[config.mk]
export PLATFORM = sky130hd
export DESIGN_NAME = fbgs_cell
export DESIGN_NICKNAME = d
export VERILOG_FILES = /design/src/free_band_gap_search_macros.svh /design/src/fbgs_pkg.sv /design/src/fbgs_cell.sv
export SDC_FILE = /design/constraint.sdc
export NUM_CORES = 1
export LEC_CHECK = 0
export BUFFER_PORTS_ARGS = -buffer_cell sky130_fd_sc_hd__buf_2
export CAP_MARGIN = 20
export CORE_MARGIN = 1.5
export CORE_UTILIZATION = 25
export CTS_CLUSTER_DIAMETER = 100
export DETAILED_ROUTE_END_ITERATION = 8
export HOLD_SLACK_MARGIN = 0.12
export PLACE_DENSITY_LB_ADDON = 0.25
export SLEW_MARGIN = 40
export SYNTH_ARGS = -nofsm -noshare
export SYNTH_HDL_FRONTEND = slang
export SYNTH_SLANG_ARGS = --single-unit
[constraint.sdc]
create_clock -name clk -period 3.47 [get_ports clk]
set_clock_uncertainty 0.05 [all_clocks]
set_input_delay 0.1735 -clock clk [delete_from_list [all_inputs] [get_ports clk]]
set_output_delay 0.1735 -clock clk [all_outputs]
set_load 0.02 [all_outputs]
[src/free_band_gap_search_macros.svh]
// Assertion macros for the free band gap search block.
// Used by the top level only; no other dependencies.
`ifndef FREE_BAND_GAP_SEARCH_MACROS_SVH
`define FREE_BAND_GAP_SEARCH_MACROS_SVH
// Condition must hold on every clock edge outside reset.
`define FBGS_ASSERT_ALWAYS(label, clk, rst_n, cond) \
  label: assert property (@(posedge clk) disable iff (!rst_n) (cond)) \
    else $error("check failed: label");
// Antecedent implies consequent on the following edge.
`define FBGS_ASSERT_NEXT(label, clk, rst_n, ante, cons) \
  label: assert property (@(posedge clk) disable iff (!rst_n) (ante) |=> (cons)) \
    else $error("check failed: label");
`endif

[src/fbgs_pkg.sv]
// Shared types and constants for the free band gap search block.
// No dependencies.
package fbgs_pkg;
  localparam int MAX_INTERVALS_DEF = 32;
  localparam int MAX_BANDS_DEF = 3;
  localparam int IDX_W = 6;

  localparam logic [1:0] REG_ROAD_LOWER = 2'd0;
  localparam logic [1:0] REG_ROAD_UPPER = 2'd1;
  localparam logic [1:0] REG_BAND_LIMIT = 2'd2;

  typedef struct packed {
    logic signed [31:0] lo;
    logic signed [31:0] hi;
    logic [IDX_W-1:0]   idx;
  } ent_t;

  typedef struct packed {
    logic ins;
    logic rot;
  } cell_ctl_t;

  typedef enum logic [2:0] {
    ST_LOAD = 3'b001,
    ST_SCAN = 3'b010,
    ST_EMIT = 3'b100
  } state_t;
endpackage

[src/fbgs_cell.sv]
// One cell of the sorted interval chain: holds one interval in sorted order.
// Depends on fbgs_pkg.
module fbgs_cell (
  input  logic              clk,
  input  fbgs_pkg::cell_ctl_t ctl,
  input  logic              valid_i,
  input  logic              before_prev,
  input  fbgs_pkg::ent_t    new_d,
  input  fbgs_pkg::ent_t    prev_d,
  input  fbgs_pkg::ent_t    next_d,
  output logic              before_o,
  output fbgs_pkg::ent_t    q
);
  fbgs_pkg::ent_t q_r, q_nxt;

  assign before_o = !valid_i || (new_d.lo < q_r.lo) ||
                    ((new_d.lo == q_r.lo) && (new_d.hi > q_r.hi));

  always_comb begin
    q_nxt = q_r;
    if (ctl.ins && before_o) begin
      q_nxt = before_prev ? prev_d : new_d;
    end else if (ctl.rot) begin
      q_nxt = next_d;
    end
  end

  always_ff @(posedge clk) begin
    q_r <= q_nxt;
  end

  assign q = q_r;
endmodule

-- Word level (Yosys, flattened, before mapping)
Cells that the tools add are included.
- bits in registers: 70
- input bits: 215
- output and inout port bits: 71
- word-level logic and storage cells: 15
- $lt $le $gt $ge: 2
- equal/unequal tests: 1
- muxes and demuxes: 3
- reductions and logical operators: 6
- operators with widths (operator ; count):
    $mux W70 ; 3
    $eq A32 B32 Y1 ; 1
    $gt A32 B32 Y1 ; 1
    $lt A32 B32 Y1 ; 1
    $logic_and A1 B1 Y1 ; 2
    $logic_or A1 B1 Y1 ; 2
    $reduce_bool A2 Y1 ; 1
    $logic_not A1 Y1 ; 1

-- Logic depth before layout (Yosys ltp)
Gate-level depths: netlist of the first run.
- word-level depth: 5
- mapped depth: 11
- depth with buffers taken out: 10

-- Least setup slack after synthesis of the first run
Ideal clock, no wire load.
- path kind: reg-to-reg
- start point: register q_r, in the netlist q[20]
- end point: register q_r, in the netlist q[0], enable pin
- library setup time: 398 ps
- arrival time: 3508 ps
- slack: -486 ps
- stages on the path, launching flop included: 12
- buffers on the path: 1
- clock period less this slack: 3956 ps
- cell sequence: edfxtp_1 inv_1 ha_1 a21oi_1 nand2_1 a221o_1 or3_1 a221oi_2 mux2i_1 a21boi_4 buf_6 or2_2
- word-level cells in the longest chain between the ends: 5
- ends and longest elaborated chain (element ; RTL line ; text):
    start, declared ; fbgs_cell.sv:14 ; fbgs_pkg::ent_t q_r, q_nxt;
    start signal, assigned ; fbgs_cell.sv:29 ; q_r <= q_nxt;
    $gt A32 B32 Y1 ; fbgs_cell.sv:17 ; ((new_d.lo == q_r.lo) && (new_d.hi > q_r.hi));
    $logic_and A1 B1 Y1 ; fbgs_cell.sv:17 ;
    $logic_or A1 B1 Y1 ; fbgs_cell.sv:16 ; assign before_o = !valid_i || (new_d.lo < q_r.lo) ||
    $logic_and A1 B1 Y1 ; fbgs_cell.sv:21 ; if (ctl.ins && before_o) begin
    $reduce_bool A2 Y1 (no line) ; -- ;
Every way passes these cells.
A chain may end at the register's enable or synchronous reset.

-- Worst setup path in the final report of the first run
- start point: register q_r, in the netlist q[13]
- end point: register q_r, in the netlist q[41], enable pin
Same word-level chain as after synthesis.

==> impl_metrics.env, run 1 <==
export IMPL_power_switching_w=0.001040
export IMPL_synth_seq_cells=70
export IMPL_layout_commonest_cell="buf_2"
export IMPL_drive_above_1_share=0.4856
export IMPL_htree_levels=3
export IMPL_status="finished clean"
export IMPL_clk_path_buf_depth=2
export IMPL_fin_nets=1106
export IMPL_ys_warn_count=0
export IMPL_grt_max_degree=73
export IMPL_synth_top_area_share=0.3855
export IMPL_overflow=0
export IMPL_synth_area_leaders="edfxtp_1 39%, mux2_2 16%, ha_1 15%"
export IMPL_synthCells=459
export IMPL_wl_per_cell_um=14.81
export IMPL_clk_pin_slew_worst_paths_ns=0.06
export IMPL_n_antenna_cell=0
export IMPL_io_pins=286
export IMPL_initial_utilization=0.2570
export IMPL_largest_reg_flops=70
export IMPL_synth_mux_area_frac=0.2887
export IMPL_mostFrequentLayoutCells="284 x buf_2, 77 x mux2_2, 70 x dlygate4sd3_1, 70 x edfxtp_1"
export IMPL_multiInputGateArea_um2=3087
export IMPL_seq_area_um2=2102
export IMPL_path_class="register to register"
export IMPL_post_drt_via_cell_ratio=4.312
export IMPL_worstSetupEndpointType="register"
export IMPL_placeableCoreArea_um2=21220
export IMPL_min_period_ns=3.289
export IMPL_synth_compound_area_frac=0.06196
export IMPL_slew_viol_final=0
export IMPL_switching_share=0.3191
export IMPL_p_leak_nw=3.977
export IMPL_drc=0
export IMPL_drt_initial_drc_count=143
export IMPL_clock_sinks=70
export IMPL_sequentialPowerShare=0.354
export IMPL_antenna_found_initial=1
export IMPL_tightest_slew_ns=0.7112
export IMPL_dieArea_um2=22710
export IMPL_synthesis_area_um2=5453
export IMPL_finish_utilization=0.3949
export IMPL_dp_slack_ns=0.01698
export IMPL_worst_setup_path_start_kind="register"
export IMPL_numCtsBuffers=9
export IMPL_fmax_mhz=304.0
export IMPL_p_per_area_nw_per_um2=388.7
export IMPL_grt_pass1_wl_mm=24.77
export IMPL_path_max_fanout=33
export IMPL_ir_drop_mv=0.2029
export IMPL_hpwlAfterDp_mm=13.08
export IMPL_p_comb_frac=0.365
export IMPL_fin_crit_sh=0.9479
export IMPL_synth_simple_area_share=0.05301
export IMPL_drv_cap=0
export IMPL_worst_slack_ns=0.1806
export IMPL_syn_num_nets=738
export IMPL_ant_nets=0
export IMPL_io_buffer_count=285
export IMPL_synth_distinct_cells=33
export IMPL_cp_required_ns=3.49
export IMPL_synth_xor_area_share=0
export IMPL_wirelength_mm=16.40
export IMPL_die_x_um=150.7
export IMPL_synth_fa_ha_area_frac=0.1469
export IMPL_clockRootBuffer="clkbuf_16"
export IMPL_setup_viol=0
export IMPL_track_usage=0.1421
export IMPL_vias=4773
export IMPL_seq_area_frac_synth=0.3855
export IMPL_cts_tree="built"
export IMPL_arrival_ns=3.31
export IMPL_synth_top_area_cell="edfxtp_1"
export IMPL_power_internal_w=0.002218
export IMPL_synth_top_family_by_area="multiplexers"
export IMPL_syn_to_final_growth_pct=53.69
export IMPL_grt_pass1_vias=4956
export IMPL_syn_area_per_cell_um2=11.88
export IMPL_drtPass1Iterations=4
export IMPL_p_clk_frac=0.281
export IMPL_finalHoldViolations=0
export IMPL_routabilityCongestion=0.7556
export IMPL_fill_cells=2083
export IMPL_fp_row_count=53
export IMPL_die_y_um=150.7
export IMPL_clock_latency_ns=0.34
export IMPL_hp_class="input port to register"
export IMPL_relSlewSlack=0.5259
synthesized netlist by cell type:
master,count
a2111oi_0,1
a2111oi_2,1
a211oi_1,5
a21boi_0,1
a21boi_4,1
a21o_1,6
a21oi_1,21
a221o_1,1
a221oi_2,1
a311oi_1,1
and2_1,1
and4_1,1
buf_6,7
clkbuf_1,8
edfxtp_1,70
ha_1,64
inv_1,64
mux2_1,61
mux2_2,77
mux2i_1,2
nand2_1,14
nand2b_1,1
nand3_1,7
nand4_1,15
nor2_1,7
nor2b_1,4
nor3_1,2
nor4_1,2
o211ai_1,2
o21ai_0,8
o41a_1,1
or2_2,1
or3_1,1
cell families (layout without fill, tap and decap cells):
kind of cell / after synthesis / in the layout
muxes: 140 / 140
DFF: 70 / 70
buffers and inverters: 79 / 452
and+or+nand+nor: 56 / 56
adders and majority gates: 64 / 64
AOI/OAI and AO/OA: 50 / 50
critical path, stage by stage (launching register included):
cell and delay, ns:
edfxtp_1 0.40, inv_2 0.08, ha_4 0.20, a21oi_1 0.13, o21ai_1 0.10, a221o_1 0.29, or3_4 0.38, a221oi_4 0.27
mux2i_2 0.33, a21boi_4 0.10, buf_12 0.16, or2_4 0.30, buf_12 0.18
per-layer routing:
metal,global-route usage,vias to the layer above,share of wire
met5,0,-,0.00085
met4,0.04126,2,0.014
met3,0.03273,16,0.068
met2,0.2500,165,0.48
met1,0.1722,2144,0.43
li1,-,2446,-
power groups by stage:
| stage | Clock [W] | Sequential (W) | Combinational (W) |
|---|---|---|---|
| floorplan | 0 | 0.00133 | 0.000534 |
| global placement | 0 | 0.00117 | 0.00113 |
| detailed placement | 0 | 0.00117 | 0.00113 |
| CTS | 0.000950 | 0.00116 | 0.00120 |
| global route | 0.000980 | 0.00117 | 0.00132 |
| finish | 0.000917 | 0.00115 | 0.00119 |
final timing paths:
| path | startpoint | endpoint | slack [ns] | depth (start not counted) |
|---|---|---|---|---|
| setup reg to reg | q[13] | q[41] | 0.18 | 12 |
| setup / recovery | q[13] | q[41] | 0.18 | 12 |
| hold reg to reg | q[37] | q[69] | 1.46 | 7 |
| hold / removal | prev_d[6] | q[6] | 0.19 | 4 |
repair_timing:
action | 4_1_cts | 5_1_grt
resized for setup | 0 | 7
hold buffers | 70 | 0
endpoints found under the setup margin | 0 | 135
buffers inserted | 0 | 1
hold endpoints to repair | 70 | 0
stage by stage:
stage / std cells / setup TNS, ns / power [W] / instance area, µm² / hold WS (ns)
floorplan: 459 / -5.317 / 0.001860 / 5484 / 0.3244
global placement: 1020 / 0 / 0.002296 / 7331 / 0.4045
detailed placement: 1020 / 0 / 0.002302 / 7335 / 0.4069
CTS: 1106 / 0 / 0.003302 / 8319 / 0.1713
global route: 1107 / -0.01205 / 0.003473 / 8381 / 0.1900
finish: 1107 / 0 / 0.003258 / 8381 / 0.1904
layout make-up:
type                       count  area share
tap                          275     0.04106
inverter                      64     0.02867
timing repair buffer         372      0.2772
clock inverter                 4    0.005673
multi-input combinational    310      0.3683
clock buffer                  12     0.02822
sequential                    70      0.2508
(Power assumes the default switching activity.)
==> run 2: changes to the inputs <==
Settings changed: CORE_UTILIZATION 25 to 30, PLACE_DENSITY from default to 0.56, PLACE_DENSITY_LB_ADDON 0.25 to default.
==> run 2 against run 1 <==
  * Register-to-register slack got worse by 0.06 ns
  * Sequential cell count is the same
  * Wire length rose by 6.5%
  * Clock power is 4.3% higher
  * Non-clock buffer count grew 11
  * Critical path depth unchanged
  * Via count is 3.8% higher
  * Cell count decreased by 3.2%
  * Maximum frequency is 1.7% lower
  * Largest cell class unchanged
==> impl_metrics.env, run 2 (synthesis gave the netlist of run 1 again) <==
export IMPL_cts_tree="built"
export IMPL_r2r_start="q[15]"
export IMPL_worst_setup_path_start_kind="register"
export IMPL_gr_usage_met3=0.04489
export IMPL_clk_pin_slew_worst_paths_ns=0.06
export IMPL_drive_above_1_share=0.5030
export IMPL_setup_worst_path_start="q[15]"
export IMPL_p_total_w=0.003371
export IMPL_p_leak_nw=4.074
export IMPL_arrival_ns=3.40
export IMPL_fin_crit_sh=0.9639
export IMPL_fmax_mhz=299.0
export IMPL_drtPass1Iterations=4
export IMPL_finalHoldViolations=0
export IMPL_wirelength_mm=17.47
export IMPL_rrSetupSlack_ns=0.13
export IMPL_drc=0
export IMPL_drv_cap=0
export IMPL_ant_nets=0
export IMPL_clock_latency_ns=0.34
export IMPL_ir_drop_mv=0.2185
export IMPL_drt_initial_drc_count=107
export IMPL_clock_sinks=70
export IMPL_status="finished clean"
export IMPL_path_max_fanout=8
export IMPL_htree_levels=3
export IMPL_fin_nets=1117
export IMPL_vias=4956
export IMPL_placeableCoreArea_um2=17900
export IMPL_numCtsBuffers=9
export IMPL_die_x_um=137.8
export IMPL_mostFrequentLayoutCells="284 x buf_2, 77 x mux2_2, 70 x dlygate4sd3_1, 70 x edfxtp_1, 62 x inv_1"
export IMPL_routabilityCongestion=0.7321
export IMPL_setup_viol=0
export IMPL_fp_row_count=49
export IMPL_hpwlAfterDp_mm=12.72
export IMPL_io_buffer_count=285
export IMPL_layout_commonest_cell="buf_2"
export IMPL_cp_required_ns=3.52
export IMPL_n_antenna_cell=0
export IMPL_largest_reg_flops=70
export IMPL_relSlewSlack=0.5400
export IMPL_rr_worst_depth=12
export IMPL_tightest_slew_ns=0.6901
export IMPL_grt_busiest_layer="met2"
export IMPL_initial_utilization=0.3046
export IMPL_rsz0062_at_grt="true"
export IMPL_track_usage=0.1695
export IMPL_grt_pass1_wl_mm=23.99
export IMPL_hp_class="input port to register"
export IMPL_min_period_ns=3.345
export IMPL_overflow=0
export IMPL_wl_per_cell_um=16.30
export IMPL_p_per_area_nw_per_um2=394.2
export IMPL_clk_path_buf_depth=2
export IMPL_fin_setup_tns_ns=0
export IMPL_path_class="register to register"
export IMPL_slew_viol_final=0
export IMPL_gr_usage_met1=0.1913
export IMPL_dieArea_um2=18990
export IMPL_holdWs_ns=0.1805
export IMPL_worstSetupEndpointType="register"
export IMPL_antenna_found_initial=0
export IMPL_grt_pass1_vias=4805
export IMPL_finish_utilization=0.4777
export IMPL_post_drt_via_cell_ratio=4.623
export IMPL_grt_max_degree=73
export IMPL_worstHoldEndpoint="q[6]"
export IMPL_hold_start="prev_d[6]"
export IMPL_min_path_cells=4
export IMPL_clockRootBuffer="clkbuf_16"
export IMPL_die_y_um=137.8
export IMPL_timing_rr_end="q[68]"
export IMPL_io_pins=286
export IMPL_fill_cells=1686
export IMPL_use_met2=0.3028
export IMPL_syn_to_final_growth_pct=56.84
run 2: cell count changes in the layout (fill, tap and decap cells not counted), sizes merged:
cell and change:
clkinv +2, buf +6, inv +1, clkbuf +2
run 2: worst max-delay path, stage by stage (launching register included):
cell       delay, ns
edfxtp_1        0.38
inv_1           0.11
ha_4            0.21
nand4_1         0.14
nor2_1          0.07
a221o_1         0.30
or3_1           0.36
a221oi_2        0.31
mux2i_2         0.35
a21boi_4        0.14
buf_12          0.15
or2_4           0.32
clkbuf_16       0.20
run 2: final cells by class:
| class | instances | area (µm²) | share of cell area |
|---|---|---|---|
| multi-input combinational | 310 | 3103 | 0.3628 |
| timing repair buffer | 383 | 2512 | 0.2938 |
| sequential | 70 | 2102 | 0.2458 |
| tap | 229 | 286.5 | 0.03350 |
| inverter | 64 | 240.2 | 0.02809 |
| clock buffer | 9 | 225.2 | 0.02634 |
| clock inverter | 7 | 82.58 | 0.009656 |
run 2: per-stage QoR:
| stage | instances | instance area (µm²) | setup WS, ns |
|---|---|---|---|
| floorplan | 459 | 5484 | -0.07596 |
| global placement | 972 | 7246 | 0.02800 |
| detailed placement | 972 | 7249 | 0.01335 |
| CTS | 1058 | 8262 | 0.0003606 |
| global route | 1072 | 8552 | -0.05287 |
| finish | 1072 | 8552 | 0.1252 |
run 2: what timing repair did:
action	4_1_cts	5_1_grt
hold buffers	70	0
pin swaps	0	5
cloned	0	8
endpoints found under the hold margin	70	0
buffers inserted	0	6
endpoints found under the setup margin	4	140
gates resized for setup	1	11
run 2: worst max-delay path by stage:
stage / endpoint / slack [ns] / cells after the start
3_5_place_dp: q[34] / 0.01 / 12
6_report: q[68] / 0.13 / 12
2_1_floorplan: q[0] / -0.08 / 11
4_1_cts: q[30] / 0.0004 / 12
5_1_grt: q[38] / -0.05 / 12
3_3_place_gp: q[34] / 0.03 / 12
run 2: layer usage:
| layer | vias to the layer above | share of wire |
|---|---|---|
| li1 | 2467 | - |
| met1 | 2270 | 0.42 |
| met2 | 194 | 0.49 |
| met3 | 25 | 0.063 |
| met4 | 0 | 0.021 |
| met5 | - | 0 |
run 2: power breakdown:
part	total, W	switching [W]	internal [W]
clock	0.000956	0.000391	0.000565
combinational	0.00126	0.000647	0.000614
sequential	0.00115	0.0000587	0.00110
total	0.00337	0.00110	0.00227
==> run 3: changes to the inputs <==
Clock period 3.47 ns to 2.8 ns, I/O delays scaled along.
==> run 3 against run 2 <==
  * The run now ends with negative setup slack left
  * Final area is 8.1% higher
  * Sequential power is 24% higher
  * Cell count is 4.3% higher
  * Via count increased by 2.7%
  * Combinational power increased by 48%
  * Critical path depth is the same
  * First-iteration DRC count increased by 19%
  * Maximum frequency is 0.26% higher
  * Sequential share of layout area decreased by 1.9 points
  * Hold slack worse by 0.014 ns
  * Critical path type unchanged
  * Critical endpoint is now q[56]
  * Largest cell class unchanged
  * Largest power group unchanged
  * Highest routed layer is now met5
==> impl_metrics.env, run 3 (synthesis gave the netlist of run 1 again) <==
export IMPL_cts_tree="built"
export IMPL_io_pins=286
export IMPL_post_drt_via_cell_ratio=4.554
export IMPL_worst_slack_ns=-0.5363
export IMPL_ir_drop_mv=0.3061
export IMPL_tightest_slew_ns=0.5144
export IMPL_drive_above_1_share=0.5957
export IMPL_die_y_um=137.8
export IMPL_syn_to_final_growth_pct=69.62
export IMPL_worstSetupEndpointType="register"
export IMPL_io_buffer_count=285
export IMPL_clk_pin_slew_worst_paths_ns=0.06
export IMPL_p_per_area_nw_per_um2=497.5
export IMPL_slew_viol_final=0
export IMPL_hp_class="input port to register"
export IMPL_clockRootBuffer="clkbuf_16"
export IMPL_layout_commonest_cell="buf_2"
export IMPL_fmax_mhz=299.7
export IMPL_rrSetupSlack_ns=-0.54
export IMPL_drc=0
export IMPL_min_period_ns=3.336
export IMPL_violations="negative setup slack"
export IMPL_vias=5091
export IMPL_ant_nets=0
export IMPL_routabilityCongestion=0.7873
export IMPL_finalHoldViolations=0
export IMPL_holdWs_ns=0.1660
export IMPL_cp_required_ns=2.85
export IMPL_rsz0062_at_grt="true"
export IMPL_numCtsBuffers=9
export IMPL_fin_crit_sh=1.192
export IMPL_antenna_found_initial=1
export IMPL_hpwlAfterDp_mm=13.50
export IMPL_track_usage=0.1761
export IMPL_fin_setup_tns_ns=-71.35
export IMPL_clock_latency_ns=0.34
export IMPL_path_max_fanout=11
export IMPL_drtPass1Iterations=4
export IMPL_status="finished, violations left"
export IMPL_dieArea_um2=18990
export IMPL_fill_cells=1621
export IMPL_drv_cap=0
export IMPL_largest_reg_flops=70
export IMPL_wirelength_mm=17.67
export IMPL_placeableCoreArea_um2=17900
export IMPL_wl_per_cell_um=15.81
export IMPL_clk_path_buf_depth=2
export IMPL_path_class="register to register"
export IMPL_stdcell_area_um2=9249
export IMPL_grt_max_degree=35
export IMPL_placed_area_um2=7866
export IMPL_htree_levels=3
export IMPL_overflow=0
export IMPL_grt_pass1_wl_mm=25.17
export IMPL_drt_initial_drc_count=127
export IMPL_grt_pass1_vias=5090
export IMPL_relSlewSlack=0.6571
export IMPL_initial_utilization=0.3046
export IMPL_arrival_ns=3.38
export IMPL_setup_viol=141
export IMPL_fin_nets=1162
export IMPL_fp_row_count=49
export IMPL_die_x_um=137.8
export IMPL_clock_sinks=70
export IMPL_worst_setup_path_start_kind="register"
export IMPL_mostFrequentLayoutCells="283 x buf_2, 70 x dlygate4sd3_1, 70 x edfxtp_1"
export IMPL_p_leak_nw=4.549
export IMPL_dp_slack_ns=-0.6604
-- run 3: cell types whose count changed in the layout (fill, tap and decap cells not counted), moves of 3 or more --
cell and change:
buf_12 +5, buf_4 +43, clkbuf_16 -3, clkinv_4 -5
ha_1 -3, ha_4 +3, inv_1 -3, inv_2 +3
mux2_1 -54, mux2_2 -8, mux2_4 +62
-- run 3: area by class of cell --
class                           instances  area (µm²)  area share
Multi-Input combinational cell        311        3412      0.3689
Timing Repair Buffer                  427        2875      0.3109
Tap cell                              229       286.5     0.03098
Sequential cell                        70        2102      0.2273
Clock buffer                           11       232.7     0.02516
Antenna cell                            1       2.502   0.0002706
Clock inverter                          5       97.59     0.01055
Inverter                               64       240.2     0.02597
-- run 3: where the power goes --
part	total (W)	internal [W]	switching [W]
Sequential	0.00143	0.00136	0.0000727
Clock	0.00131	0.000866	0.000446
Combinational	0.00186	0.000995	0.000863
-- run 3: metrics by stage --
step	instances	utilization	power [W]
after floorplan	459	-	0.002428
after global placement	1018	0.4394	0.003087
after detailed placement	1018	0.4394	0.003103
after CTS	1110	0.5071	0.004598
after global routing	1117	0.5165	0.004860
final	1118	0.5166	0.004601
-- run 3: critical path, stage by stage (launching register included) --
cell and delay, ns:
edfxtp_1 0.43, inv_1 0.08, ha_1 0.22, nand4_1 0.12, nor2_1 0.05, a221o_1 0.31
or3_4 0.40, a221oi_4 0.32, mux2i_2 0.34, a21boi_4 0.12, buf_12 0.16, or2_4 0.31
clkbuf_16 0.19
-- run 3: repair_timing --
action | in CTS | in global routing
resized for setup | 23 | 16
buffers inserted | 6 | 3
gates cloned | 1 | 5
hold buffers | 70 | 0
hold endpoints to repair | 70 | 0
setup endpoints to repair | 141 | 141
pin swaps | 2 | 10
-- run 3: path summary, 6_finish.rpt --
| path | end | from | cells after the start |
|---|---|---|---|
| setup / recovery | q[56] | q[18] | 12 |
| hold reg to reg | q[68] | q[69] | 8 |
| setup reg to reg | q[56] | q[18] | 12 |
| hold / removal | q[62] | prev_d[62] | 3 |
-- run 3: per-layer routing --
metal | part of all wire | vias to the layer above | track usage | wire (µm)
li1 | - | 2560 | - | -
met1 | 0.42 | 2314 | 0.2030 | 7352
met2 | 0.50 | 195 | 0.3167 | 8793
met3 | 0.071 | 20 | 0.05261 | 1258
met4 | 0.014 | 2 | 0.04630 | 255
met5 | 0.00074 | - | 0 | 13
